`config.mk`:
```
export PLATFORM = sky130hd
export DESIGN_NAME = button_press_hold_repeat_flat
export DESIGN_NICKNAME = d
export VERILOG_FILES = /design/src/rtl/bphr_pkg.sv /design/src/rtl/bphr_if.sv /design/src/rtl/bphr_step_unit.sv /design/src/rtl/button_press_hold_repeat.sv /design/src/flat_wrapper.sv
export SDC_FILE = /design/constraint.sdc
export NUM_CORES = 1
export LEC_CHECK = 0
export ABC_AREA = 1
export BUFFER_PORTS_ARGS = -buffer_cell sky130_fd_sc_hd__buf_4
export CAP_MARGIN = 0
export CORE_MARGIN = 5
export CORE_UTILIZATION = 40
export DETAILED_ROUTE_END_ITERATION = 12
export PLACE_DENSITY_LB_ADDON = 0.25
export SYNTH_ARGS = -nofsm -noshare
export SYNTH_HDL_FRONTEND = slang
export SYNTH_SLANG_ARGS = --single-unit
```
`constraint.sdc`:
```
create_clock -name clk -period 11.1 [get_ports clk]
set_input_delay 0.555 -clock clk [delete_from_list [all_inputs] [get_ports clk]]
set_output_delay 0.555 -clock clk [all_outputs]
set_load 0.1 [all_outputs]
```
`src/rtl/bphr_pkg.sv`:
```
package bphr_pkg;

  // Defaults for the top level parameters
  localparam int BUTTON_COUNT = 5;
  localparam int TIME_WIDTH   = 16;

  // Fixed field widths
  localparam int REG_WIDTH   = 16;
  localparam int INDEX_WIDTH = 3;
  localparam int EVENT_WIDTH = 2;
  localparam int CFG_INDEX_WIDTH = 2;

  // Register reset values
  localparam logic [REG_WIDTH-1:0] POLL_INTERVAL_RESET   = 16'd20;
  localparam logic [REG_WIDTH-1:0] FIRST_DELAY_RESET     = 16'd500;
  localparam logic [REG_WIDTH-1:0] REPEAT_INTERVAL_RESET = 16'd200;

  // Register indexes on the configuration port
  typedef enum logic [CFG_INDEX_WIDTH-1:0] {
    CFG_POLL_INTERVAL   = 2'd0,
    CFG_FIRST_DELAY     = 2'd1,
    CFG_REPEAT_INTERVAL = 2'd2,
    CFG_ENABLE_MASK     = 2'd3
  } cfg_index_t;

  // Button phase; also the event code of a report
  typedef enum logic [EVENT_WIDTH-1:0] {
    PHASE_RELEASED = 2'd0,
    PHASE_PRESSED  = 2'd1,
    PHASE_HELD     = 2'd2
  } phase_t;

  // Decision of the shared step unit for one button
  typedef struct packed {
    phase_t phase;
    logic   report;
    logic   clear;
  } verdict_t;

endpackage

```
`src/rtl/bphr_if.sv`:
```
interface bphr_tick_if #(
  parameter int BUTTON_COUNT = bphr_pkg::BUTTON_COUNT
);
  logic                    valid;
  logic                    ready;
  logic [BUTTON_COUNT-1:0] raw_levels;

  modport source (output valid, output raw_levels, input ready);
  modport sink   (input valid, input raw_levels, output ready);
endinterface

interface bphr_report_if;
  logic                             valid;
  logic                             ready;
  logic [bphr_pkg::INDEX_WIDTH-1:0] button_index;
  logic [bphr_pkg::EVENT_WIDTH-1:0] button_event;
  logic                             last_of_poll;

  modport source (output valid, output button_index, output button_event,
                  output last_of_poll, input ready);
  modport sink   (input valid, input button_index, input button_event,
                  input last_of_poll, output ready);
endinterface

```
`src/rtl/bphr_step_unit.sv`:
```
module bphr_step_unit #(
  parameter int TIME_WIDTH = bphr_pkg::TIME_WIDTH
) (
  input  logic                           active,
  input  logic                           down,
  input  bphr_pkg::phase_t               phase,
  input  logic [TIME_WIDTH-1:0]          elapsed,
  input  logic [bphr_pkg::REG_WIDTH-1:0] first_delay,
  input  logic [bphr_pkg::REG_WIDTH-1:0] repeat_interval,
  output bphr_pkg::verdict_t             verdict,
  output logic [TIME_WIDTH-1:0]          elapsed_next
);

  localparam int CMP_W = (TIME_WIDTH > bphr_pkg::REG_WIDTH) ? TIME_WIDTH
                                                            : bphr_pkg::REG_WIDTH;

  logic [TIME_WIDTH-1:0]          elapsed_inc;
  logic [bphr_pkg::REG_WIDTH-1:0] threshold;
  logic                           reached;

  // Saturating tick count, then one compare against the delay of this phase
  assign elapsed_inc = (&elapsed) ? elapsed : elapsed + 1'b1;
  assign threshold   = (phase == bphr_pkg::PHASE_HELD) ? repeat_interval : first_delay;
  assign reached     = CMP_W'(elapsed_inc) >= CMP_W'(threshold);

  always_comb begin
    verdict.phase  = phase;
    verdict.report = 1'b0;
    verdict.clear  = 1'b0;
    if (active) begin
      case (phase)
        bphr_pkg::PHASE_RELEASED: begin
          if (down) begin
            verdict.phase  = bphr_pkg::PHASE_PRESSED;
            verdict.report = 1'b1;
            verdict.clear  = 1'b1;
          end
        end
        bphr_pkg::PHASE_PRESSED: begin
          if (down && reached) begin
            verdict.phase  = bphr_pkg::PHASE_HELD;
            verdict.report = 1'b1;
            verdict.clear  = 1'b1;
          end else if (!down) begin
            verdict.phase  = bphr_pkg::PHASE_RELEASED;
            verdict.report = 1'b1;
          end
        end
        bphr_pkg::PHASE_HELD: begin
          if (down && reached) begin
            verdict.report = 1'b1;
            verdict.clear  = 1'b1;
          end else if (!down) begin
            verdict.phase  = bphr_pkg::PHASE_RELEASED;
            verdict.report = 1'b1;
          end
        end
        default: begin
          verdict.phase = phase;
        end
      endcase
    end
  end

  assign elapsed_next = verdict.clear ? '0 : elapsed_inc;

endmodule

```
`src/rtl/button_press_hold_repeat.sv`:
```
// Channel   Dir  Transaction payload                          Handshake
// tick      in   raw_levels (active-low, one bit per button)  valid/ready
// report    out  button_index, button_event, last_of_poll     valid/ready
// cfg       in   cfg_index, cfg_data                          cfg_we, no wait
//
// A tick passes ST_IDLE, which accepts it and updates the poll counter, then
// ST_SCAN, which steps each button in turn through the shared step unit, then
// ST_FLUSH, which flushes the last report. Only a stalled report channel holds it up.
// Reset (rst, synchronous) restores the register defaults, releases all buttons
// and clears every counter. Reports leave through an output register, so the
// next tick is taken while the final report of a poll still waits.
module button_press_hold_repeat #(
  parameter int BUTTON_COUNT = bphr_pkg::BUTTON_COUNT,
  parameter int TIME_WIDTH   = bphr_pkg::TIME_WIDTH
) (
  input  logic                                 clk,
  input  logic                                 rst,
  input  logic                                 cfg_we,
  input  logic [bphr_pkg::CFG_INDEX_WIDTH-1:0] cfg_index,
  input  logic [((BUTTON_COUNT > bphr_pkg::REG_WIDTH) ? BUTTON_COUNT
                 : bphr_pkg::REG_WIDTH)-1:0]   cfg_data,
  bphr_tick_if.sink                            tick,
  bphr_report_if.source                        report
);

  localparam int IDX_W = (BUTTON_COUNT > 1) ? $clog2(BUTTON_COUNT) : 1;
  localparam int IW    = bphr_pkg::INDEX_WIDTH;
  localparam int RW    = bphr_pkg::REG_WIDTH;
  localparam int CMP_W = (TIME_WIDTH > RW) ? TIME_WIDTH : RW;
  localparam logic [IDX_W-1:0] LAST_IDX = IDX_W'(BUTTON_COUNT - 1);

  typedef enum logic [2:0] {
    ST_IDLE  = 3'b001,
    ST_SCAN  = 3'b010,
    ST_FLUSH = 3'b100
  } state_t;

  // Configuration registers
  logic [RW-1:0]           poll_interval;
  logic [RW-1:0]           first_delay;
  logic [RW-1:0]           repeat_interval;
  logic [BUTTON_COUNT-1:0] enable_mask;

  // Block state
  state_t                  state;
  logic [TIME_WIDTH-1:0]   poll_elapsed;
  bphr_pkg::phase_t        phase   [BUTTON_COUNT];
  logic [TIME_WIDTH-1:0]   elapsed [BUTTON_COUNT];

  // Per-tick working registers
  logic [BUTTON_COUNT-1:0] levels;
  logic                    poll_now;
  logic [IDX_W-1:0]        idx;

  // One report held back until we know whether another follows it
  logic                    pending_valid;
  logic [IDX_W-1:0]        pending_index;
  bphr_pkg::phase_t        pending_event;

  logic [TIME_WIDTH-1:0]   poll_inc;
  logic                    poll_hit;
  bphr_pkg::verdict_t      verdict;
  logic [TIME_WIDTH-1:0]   elapsed_next;
  logic                    out_free;
  logic                    stall;

  assign tick.ready = (state == ST_IDLE);
  assign out_free   = !report.valid || report.ready;

  // Poll counter counts first, then the poll decision sees the new value
  assign poll_inc = (&poll_elapsed) ? poll_elapsed : poll_elapsed + 1'b1;
  assign poll_hit = CMP_W'(poll_inc) >= CMP_W'(poll_interval);

  // The shared per-button unit: saturating count, delay compare, phase step
  bphr_step_unit #(
    .TIME_WIDTH (TIME_WIDTH)
  ) u_step (
    .active          (poll_now && enable_mask[idx]),
    .down            (!levels[idx]),
    .phase           (phase[idx]),
    .elapsed         (elapsed[idx]),
    .first_delay     (first_delay),
    .repeat_interval (repeat_interval),
    .verdict         (verdict),
    .elapsed_next    (elapsed_next)
  );

  // Hold the scan when a new report needs the pending slot and the output
  // register cannot take the one already there
  assign stall = verdict.report && pending_valid && !out_free;

  always_ff @(posedge clk) begin
    if (rst) begin
      poll_interval   <= bphr_pkg::POLL_INTERVAL_RESET;
      first_delay     <= bphr_pkg::FIRST_DELAY_RESET;
      repeat_interval <= bphr_pkg::REPEAT_INTERVAL_RESET;
      enable_mask     <= '1;
    end else if (cfg_we) begin
      case (cfg_index)
        bphr_pkg::CFG_POLL_INTERVAL:   poll_interval   <= cfg_data[RW-1:0];
        bphr_pkg::CFG_FIRST_DELAY:     first_delay     <= cfg_data[RW-1:0];
        bphr_pkg::CFG_REPEAT_INTERVAL: repeat_interval <= cfg_data[RW-1:0];
        bphr_pkg::CFG_ENABLE_MASK:     enable_mask     <= cfg_data[BUTTON_COUNT-1:0];
        default: begin
        end
      endcase
    end
  end

  always_ff @(posedge clk) begin
    if (rst) begin
      state         <= ST_IDLE;
      poll_elapsed  <= '0;
      poll_now      <= 1'b0;
      idx           <= '0;
      pending_valid <= 1'b0;
      report.valid  <= 1'b0;
      for (int i = 0; i < BUTTON_COUNT; i++) begin
        phase[i]   <= bphr_pkg::PHASE_RELEASED;
        elapsed[i] <= '0;
      end
    end else begin
      // Drop the output transaction once taken; a load below overrides
      if (report.valid && report.ready) begin
        report.valid <= 1'b0;
      end
      case (state)
        ST_IDLE: begin
          if (tick.valid) begin
            poll_now     <= poll_hit;
            poll_elapsed <= poll_hit ? '0 : poll_inc;
            idx          <= '0;
            state        <= ST_SCAN;
          end
        end
        ST_SCAN: begin
          if (!stall) begin
            phase[idx]   <= verdict.phase;
            elapsed[idx] <= elapsed_next;
            if (verdict.report) begin
              // Earlier report is not the last: push it out unmarked
              if (pending_valid) begin
                report.valid        <= 1'b1;
                report.button_index <= IW'(pending_index);
                report.button_event <= pending_event;
                report.last_of_poll <= 1'b0;
              end
              pending_valid <= 1'b1;
              pending_index <= idx;
              pending_event <= verdict.phase;
            end
            if (idx == LAST_IDX) begin
              state <= ST_FLUSH;
            end else begin
              idx <= idx + 1'b1;
            end
          end
        end
        ST_FLUSH: begin
          // Final report of the poll goes out marked
          if (!pending_valid) begin
            state <= ST_IDLE;
          end else if (out_free) begin
            report.valid        <= 1'b1;
            report.button_index <= IW'(pending_index);
            report.button_event <= pending_event;
            report.last_of_poll <= 1'b1;
            pending_valid       <= 1'b0;
            state               <= ST_IDLE;
          end
        end
        default: begin
          state <= ST_IDLE;
        end
      endcase
    end
  end

  always_ff @(posedge clk) begin
    if (tick.valid && tick.ready) begin
      levels <= tick.raw_levels;
    end
  end

  // No report may linger past the end of a tick
  a_idle_no_pending: assert property (@(posedge clk) disable iff (rst)
    (state == ST_IDLE) |-> !pending_valid)
    else $error("pending report left while idle");

  // A tick without a poll produces no report
  a_no_poll_no_report: assert property (@(posedge clk) disable iff (rst)
    (state == ST_SCAN && !poll_now) |-> !pending_valid && !verdict.report)
    else $error("report on a tick without a poll");

  // Scan index stays on a real button
  a_idx_range: assert property (@(posedge clk) disable iff (rst)
    (state == ST_SCAN) |-> (idx <= LAST_IDX))
    else $error("scan index beyond last button");

  // Entering flush only happens after the last button was stepped
  a_flush_entry: assert property (@(posedge clk) disable iff (rst)
    (state == ST_FLUSH && $past(state) == ST_SCAN) |-> ($past(idx) == LAST_IDX))
    else $error("flush entered before scan finished");

endmodule

```
`src/flat_wrapper.sv`:
```
// flat-port wrapper written by rule: the top's interface ports become plain ports
module button_press_hold_repeat_flat 
#(
  parameter int BUTTON_COUNT = bphr_pkg::BUTTON_COUNT,
  parameter int TIME_WIDTH   = bphr_pkg::TIME_WIDTH
)
  (clk, rst, cfg_we, cfg_index, cfg_data, tick_valid, tick_raw_levels, tick_ready, report_valid, report_button_index, report_button_event, report_last_of_poll, report_ready);
  bphr_tick_if #(.BUTTON_COUNT(BUTTON_COUNT)) tick_i ();
  bphr_report_if report_i ();
  input  logic clk;
  input  logic rst;
  input  logic cfg_we;
  input  logic [bphr_pkg::CFG_INDEX_WIDTH-1:0] cfg_index;
  input  logic [((BUTTON_COUNT > bphr_pkg::REG_WIDTH) ? BUTTON_COUNT
                 : bphr_pkg::REG_WIDTH)-1:0] cfg_data;
  input wire logic [$bits(tick_i.valid)-1:0] tick_valid;
  input wire logic [$bits(tick_i.raw_levels)-1:0] tick_raw_levels;
  output wire logic [$bits(tick_i.ready)-1:0] tick_ready;
  output wire logic [$bits(report_i.valid)-1:0] report_valid;
  output wire logic [$bits(report_i.button_index)-1:0] report_button_index;
  output wire logic [$bits(report_i.button_event)-1:0] report_button_event;
  output wire logic [$bits(report_i.last_of_poll)-1:0] report_last_of_poll;
  input wire logic [$bits(report_i.ready)-1:0] report_ready;
  assign tick_i.valid = tick_valid;
  assign tick_i.raw_levels = tick_raw_levels;
  assign tick_ready = tick_i.ready;
  assign report_valid = report_i.valid;
  assign report_button_index = report_i.button_index;
  assign report_button_event = report_i.button_event;
  assign report_last_of_poll = report_i.last_of_poll;
  assign report_i.ready = report_ready;
  button_press_hold_repeat #(.BUTTON_COUNT(BUTTON_COUNT), .TIME_WIDTH(TIME_WIDTH)) u_core (.clk(clk), .rst(rst), .cfg_we(cfg_we), .cfg_index(cfg_index), .cfg_data(cfg_data), .tick(tick_i), .report(report_i));
endmodule
```
Yosys cells after proc, flatten, opt, wreduce, memory -nomap -nowiden
Memories as Yosys holds them, arrays and structs flattened. A register that Yosys moved wholly into a read port is not among the register bits.
Cells that the tools add are included.
- register bits: 94
- memory bits (writable): 90
- bits of input ports: 28
- memories: 2
- memories (memory ; words ; bits a word ; rd ports ; clocked after memory_dff ; wr ports ; line ; RTL):
    u_core.elapsed ; 5 ; 16 ; 1 ; 1 ; 5 ; button_press_hold_repeat.sv:48 ; logic [TIME_WIDTH-1:0] elapsed [BUTTON_COUNT];
    u_core.phase ; 5 ; 2 ; 1 ; 1 ; 5 ; button_press_hold_repeat.sv:47 ; bphr_pkg::phase_t phase [BUTTON_COUNT];
- $add $sub $neg: 3
- order comparisons: 3
- eq/ne operators: 18
- muxes and demuxes: 74
- bitwise operators: 2
- reduce and logical (&&, ||, !) cells: 28
- operators with widths (operator ; count):
    16-bit two-way mux ; 6
    3-bit two-way mux ; 21
    16-bit by 1-bit adder with 16-bit output (second input constant) ; 2
    16-bit greater-or-equal comparator ; 2
    16-bit AND reduction ; 2
    1-bit two-way mux ; 27
    16-bit OR reduction ; 1
    2-bit two-way mux ; 7
    2-bit case mux with 3 select lines ; 2
    3-bit case mux with 2 select lines ; 2
    4-bit AND reduction ; 3
    2-bit by 1-bit != test with 1-bit output (second input constant) ; 5
    2-bit AND reduction ; 5
    3-bit case mux with 3 select lines ; 1
    4-bit two-way mux ; 2
    7-bit AND reduction ; 1
    1-bit binary-select mux with 3-bit select ; 2
    2-bit equality test (second input constant) ; 3
    3-bit equality test (second input constant) ; 2
    1-bit logical AND ; 6
    2-bit != test (second input constant) ; 3
    1-bit case mux with 2 select lines ; 3
    2-bit by 1-bit equality test with 1-bit output (second input constant) ; 2
    2-bit logical NOT ; 2
    12 further kinds ; 16

Logic depth before layout (Yosys ltp)
- depth in word-level cells: 15
- gate-level depth with buffers: 34

Modules after synthesis
Synthesis repeated with hierarchy kept, for this count alone.
- cells, all modules: 1350
- area total of the unflattened synthesis: 11927.7 µm²
- by module, submodules not included (module ; instances ; cells each ; area each (µm²)):
    button_press_hold_repeat ; 1 ; 1124 ; 10635.2
    bphr_step_unit ; 1 ; 226 ; 1292.5

Worst setup path before layout
Ideal clock, no wire load.
- kind: register to register
- start point: register (tool-made name)
- end point: memory u_core.elapsed[6][0], enable pin
- data arrival time: 4.881 ns
- data required time: 10.661 ns
- path slack: 5.780 ns
- cell stages (with the launch flop): 27
- buffers on the path: 4
- period minus slack after synthesis: 5.320 ns
- cell sequence: dfxtp_1 buf_6 buf_8 buf_6 o21ai_1 o22ai_1 inv_1 o21ai_4 ha_1 inv_1 nor2_2 nand4_4 buf_6 nand2_4 nand2_1 ha_1 nand4_1 nor2_1 nor2_1 nand2_1 nand2_1 nand3_1 nand2_1 nand2_1 nand3_2 nand2_1 nor4_1
- RTL lines (what ; line):
    end, declared ; button_press_hold_repeat.sv:48

==> results.txt <==
----------------------------------------------------
[Routing]
  DRC Markers ... 0
  Post-detailed-route count of antenna-violating nets ... 0
  First DRT Iteration DRCs ... 876
  Detailed-route wire length ... 32000 um
  Overall via count from detail_route ... 9425
  First drt pass iteration count ... 5
  Wirelength per Cell ... 17.6 um
  Vias per inst ... 5.20

[Yosys]
  Unique masters post-synth ... 45
  Syn Std Cell Area ... 12100 um^2
  Syn Inst Count ... 1388
  Top post-synthesis cells by area ... edfxtp_1 40%, dfxtp_1 13%, nor2_1 8.4%
  Yosys reg bits ... 241
  Yosys warnings ... 0
  Net count of the mapped netlist ... 1452
  Area share of the largest cell type after synthesis ... 0.398
  Sequential-to-total area share from yosys stat ... 0.532
  Dominant cell type by area after synthesis ... edfxtp_1
  Avg Inst Size Synth ... 8.71 um^2

[Critical path]
  Kind of end point of the critical path ... flip-flop
  Depth of the most critical reg-to-reg path ... 24
  CP Data Required Time ... 11.26 ns
  Reg-to-Reg End ... u_core.elapsed[1][10]
  Buffers and inverters on the worst path ... 4
  Delay contributed by the slowest stage of the critical path ... 0.69 ns
  Slowest cell on crit path ... nand2_1
  Category of cells accounting for the largest share of critical-path delay ... simple AND/OR/NAND/NOR gates
  Crit path DAT ... 6.10 ns
  Register-to-register setup slack ... 5.16 ns
  Critical Path Fanout Max ... 43
  WS Path Type ... reg -> reg
  Category of the worst setup path launch point ... flip-flop
  Most frequent cell on the critical path ... nand2_1
  Ordered list of cells on the worst path ... buf_4 > inv_2 > nor2_1 > o21ai_0 > o21ai_1 > nand2_1 > nand2_1 > ha_1 > inv_1 > nor2_2 > nand4_4 > nand3_1 > ha_1 > a21oi_1 > o21ai_0 > nor2_1 > nand3_1 > nand2_1 > nand2_1 > nand3_2 > nand2_1 > inv_2 > nand4_4 > nand2_1

[Global route]
  Maximum number of pins on one net before global-route repair ... 74
  Total Routing Usage GR ... 0.187
  Via count of the first global-routing pass ... 8890
  First-pass GRT wire length ... 49900 um
  Initial antenna violation count ... 0
  Residual overflow from global routing ... 0

[Layout]
  Layout cells sized above 1 ... 0.103
  Total Nets Final ... 1467
  # diodes ... 0
  Filler cell count ... 2881
  Area Overhead vs Synth ... 11.3%

[Timing]
  Final setup margin ... 5.16 ns
  Final Hold Viols ... 0
  Tightest Pin Transition ... 1.11 ns
  Worst Clk Skew ... 0.0272 ns
  Post-route fraction of the period consumed by the critical path ... 0.535
  Post-route minimum period ... 5.94 ns
  Setup violators final ... 0
  Setup repair after global routing missed its margin ... false
  Achievable Freq ... 0.168 GHz
  Max Slew Vio Count ... 0
  Setup_tns ... 0 ns
  Headroom to the max-slew limit ... 0.258

[Die]
  Starting density of the core ... 0.407
  Y dimension of the die ... 184 um
  Row count ... 63
  Total Die Area ... 33800 um^2
  Die span in x ... 184 um
  Ports ... 36
  Area of the placeable core ... 29700 um^2

[CTS]
  Clock insertion delay at the later pin of the skew report ... 0.55 ns
  Clock tree from TritonCTS ... built
  Post-cts hold buffer count ... 0
  Clock sink total ... 241
  Number of H-tree branching levels ... 1
  Clock tree root driver cell ... clkbuf_16
  Clock-pin slew of the registers on the worst-case setup and hold paths ... 0.06 ns
  Post-CTS setup repair buffer count ... 0
  Clock buffer count from CTS ... 27
  Clock Path Buffers ... 3
  Count of cells resized by post-cts repair ... 0

[Status]
  Result of the run ... complete, no violations

[Worst hold path]
  Endpoint with the worst hold slack ... u_core.levels[1]
  Type of the most critical hold path ... in -> reg
  Worst Hold Depth ... 1
  Launch instance of the worst min-delay path ... tick_raw_levels[1]

[Power and ir drop]
  Peak supply drop ... 0.000115 V
  Leakage dissipation ... 0.00547 uW
  Power per cell area ... 185 nW/um^2

[Place]
  Number of port buffers ... 35
  Final Wtd Congestion ... 0.914
  HPWL after detailed placement ... 21900 um
  Worst Setup Slack post-DPL ... 5.20 ns

[Job]
  Maximum capacitance violations ... 0

----------------------------------------------------
-- cell usage in the layout, fill, tap and decap left out, types with 3 or more instances in the layout --
| master | instances |
|---|---|
| nor2_1 | 270 |
| nand2_1 | 247 |
| edfxtp_1 | 160 |
| inv_1 | 131 |
| o21ai_0 | 110 |
| a21oi_1 | 80 |
| dfxtp_1 | 80 |
| nand3_1 | 44 |
| buf_4 | 43 |
| ha_1 | 36 |
| o21ai_1 | 27 |
| clkbuf_16 | 27 |
| nand4_1 | 21 |
| nor3_1 | 17 |
| nand2_2 | 16 |
| nand2_4 | 13 |
| xor2_1 | 12 |
| o22ai_1 | 11 |
| o21ai_2 | 10 |
| clkbuf_1 | 8 |
| nor2_2 | 7 |
| inv_2 | 5 |
| xnor2_1 | 4 |
| o211ai_1 | 4 |
| clkinv_1 | 4 |
| clkinv_2 | 4 |
| bufinv_16 | 4 |
| mux2i_1 | 3 |
| o21a_1 | 3 |
-- cell type report --
cell class                 instances  area [um^2]  share of cell area
timing repair buffer              43          323              0.0240
inverter                         138          526              0.0391
sequential                       241         6430               0.478
clock buffer                      37          733              0.0545
tap                              390          488              0.0363
clock inverter                    13          169              0.0126
multi-input combinational        952         4780               0.356
-- where the power goes --
group	internal [uW]	switching, uW
combinational	143	401
sequential	1000	16.4
clock	554	362
total	1700	780
-- layer usage --
metal | vias to the layer above | wire (um) | track usage
met5 | - | 0 | 0
met2 | 296 | 14800 | 0.306
li1 | 4637 | - | -
met1 | 4436 | 14200 | 0.262
met3 | 56 | 2080 | 0.0291
met4 | 0 | 886 | 0.0497
-- registers in the layout, indices dropped and copies added (netlist names), named ones only --
register,count
u_core.pending_event,2
u_core.repeat_interval,16
u_core.report.valid,1
u_core.report.button_index,3
u_core.poll_now,1
u_core.phase,16
u_core.first_delay,16
u_core.pending_valid,1
u_core.enable_mask,5
u_core.pending_index,3
u_core.report.button_event,2
u_core.poll_interval,16
u_core.idx,3
u_core.levels,5
u_core.elapsed,128
u_core.report.last_of_poll,1
u_core.poll_elapsed,16
u_core.state,3
-- through the flow --
| stage | util | hold slack [ns] | std cells | total power, uW | instance area [um^2] |
|---|---|---|---|---|---|
| after floorplan | - | 0.400 | 1388 | 1420 | 12100 |
| after global placement | 0.422 | 0.409 | 1764 | 1570 | 12500 |
| after detailed placement | 0.422 | 0.411 | 1764 | 1580 | 12500 |
| after CTS | 0.452 | 0.185 | 1814 | 2490 | 13400 |
| after global routing | 0.452 | 0.188 | 1814 | 2590 | 13400 |
| final | 0.452 | 0.206 | 1814 | 2480 | 13400 |
-- kinds of logic (layout without fill, tap and decap cells) --
| logic type | Yosys count | in the layout | share of synthesized area |
|---|---|---|---|
| DFF | 241 | 241 | 0.532 |
| and+or+nand+nor | 647 | 647 | 0.231 |
| muxes | 3 | 3 | 0.00249 |
| AOI/OAI and AO/OA | 250 | 250 | 0.112 |
| adders and majority gates | 36 | 36 | 0.0373 |
| xor gates and xnor gates | 16 | 16 | 0.0116 |
| buffers and inverters | 195 | 231 | 0.0739 |
-- how the worst max path moves through the flow --
| stage | cells after the start | startpoint | to |
|---|---|---|---|
| floorplan | 26 | flip-flop | u_core.elapsed[6][0] |
| finish | 24 | flip-flop | u_core.elapsed[1][10] |
| detailed placement | 24 | flip-flop | u_core.elapsed[2][8] |
| global route | 23 | flip-flop | u_core.elapsed[1][10] |
| CTS | 24 | flip-flop | u_core.elapsed[2][14] |
| global placement | 24 | flip-flop | u_core.elapsed[3][3] |
-- synthesized netlist by cell type (all sizes together) --
master  count
a21oi      80
a31oi       1
and3        1
buf        35
clkbuf     22
clkinv      1
dfxtp      81
edfxtp    160
ha         36
inv       137
mux2i       3
nand2     276
nand3      47
nand3b      1
nand4      23
nor2      278
nor3       19
nor4        1
o211ai      4
o21a        3
o21ai     148
o22ai      12
o32a        1
o41ai       1
or2         1
xnor2       4
xor2       12
No activity file was read; power rests on OpenSTA's default activity.
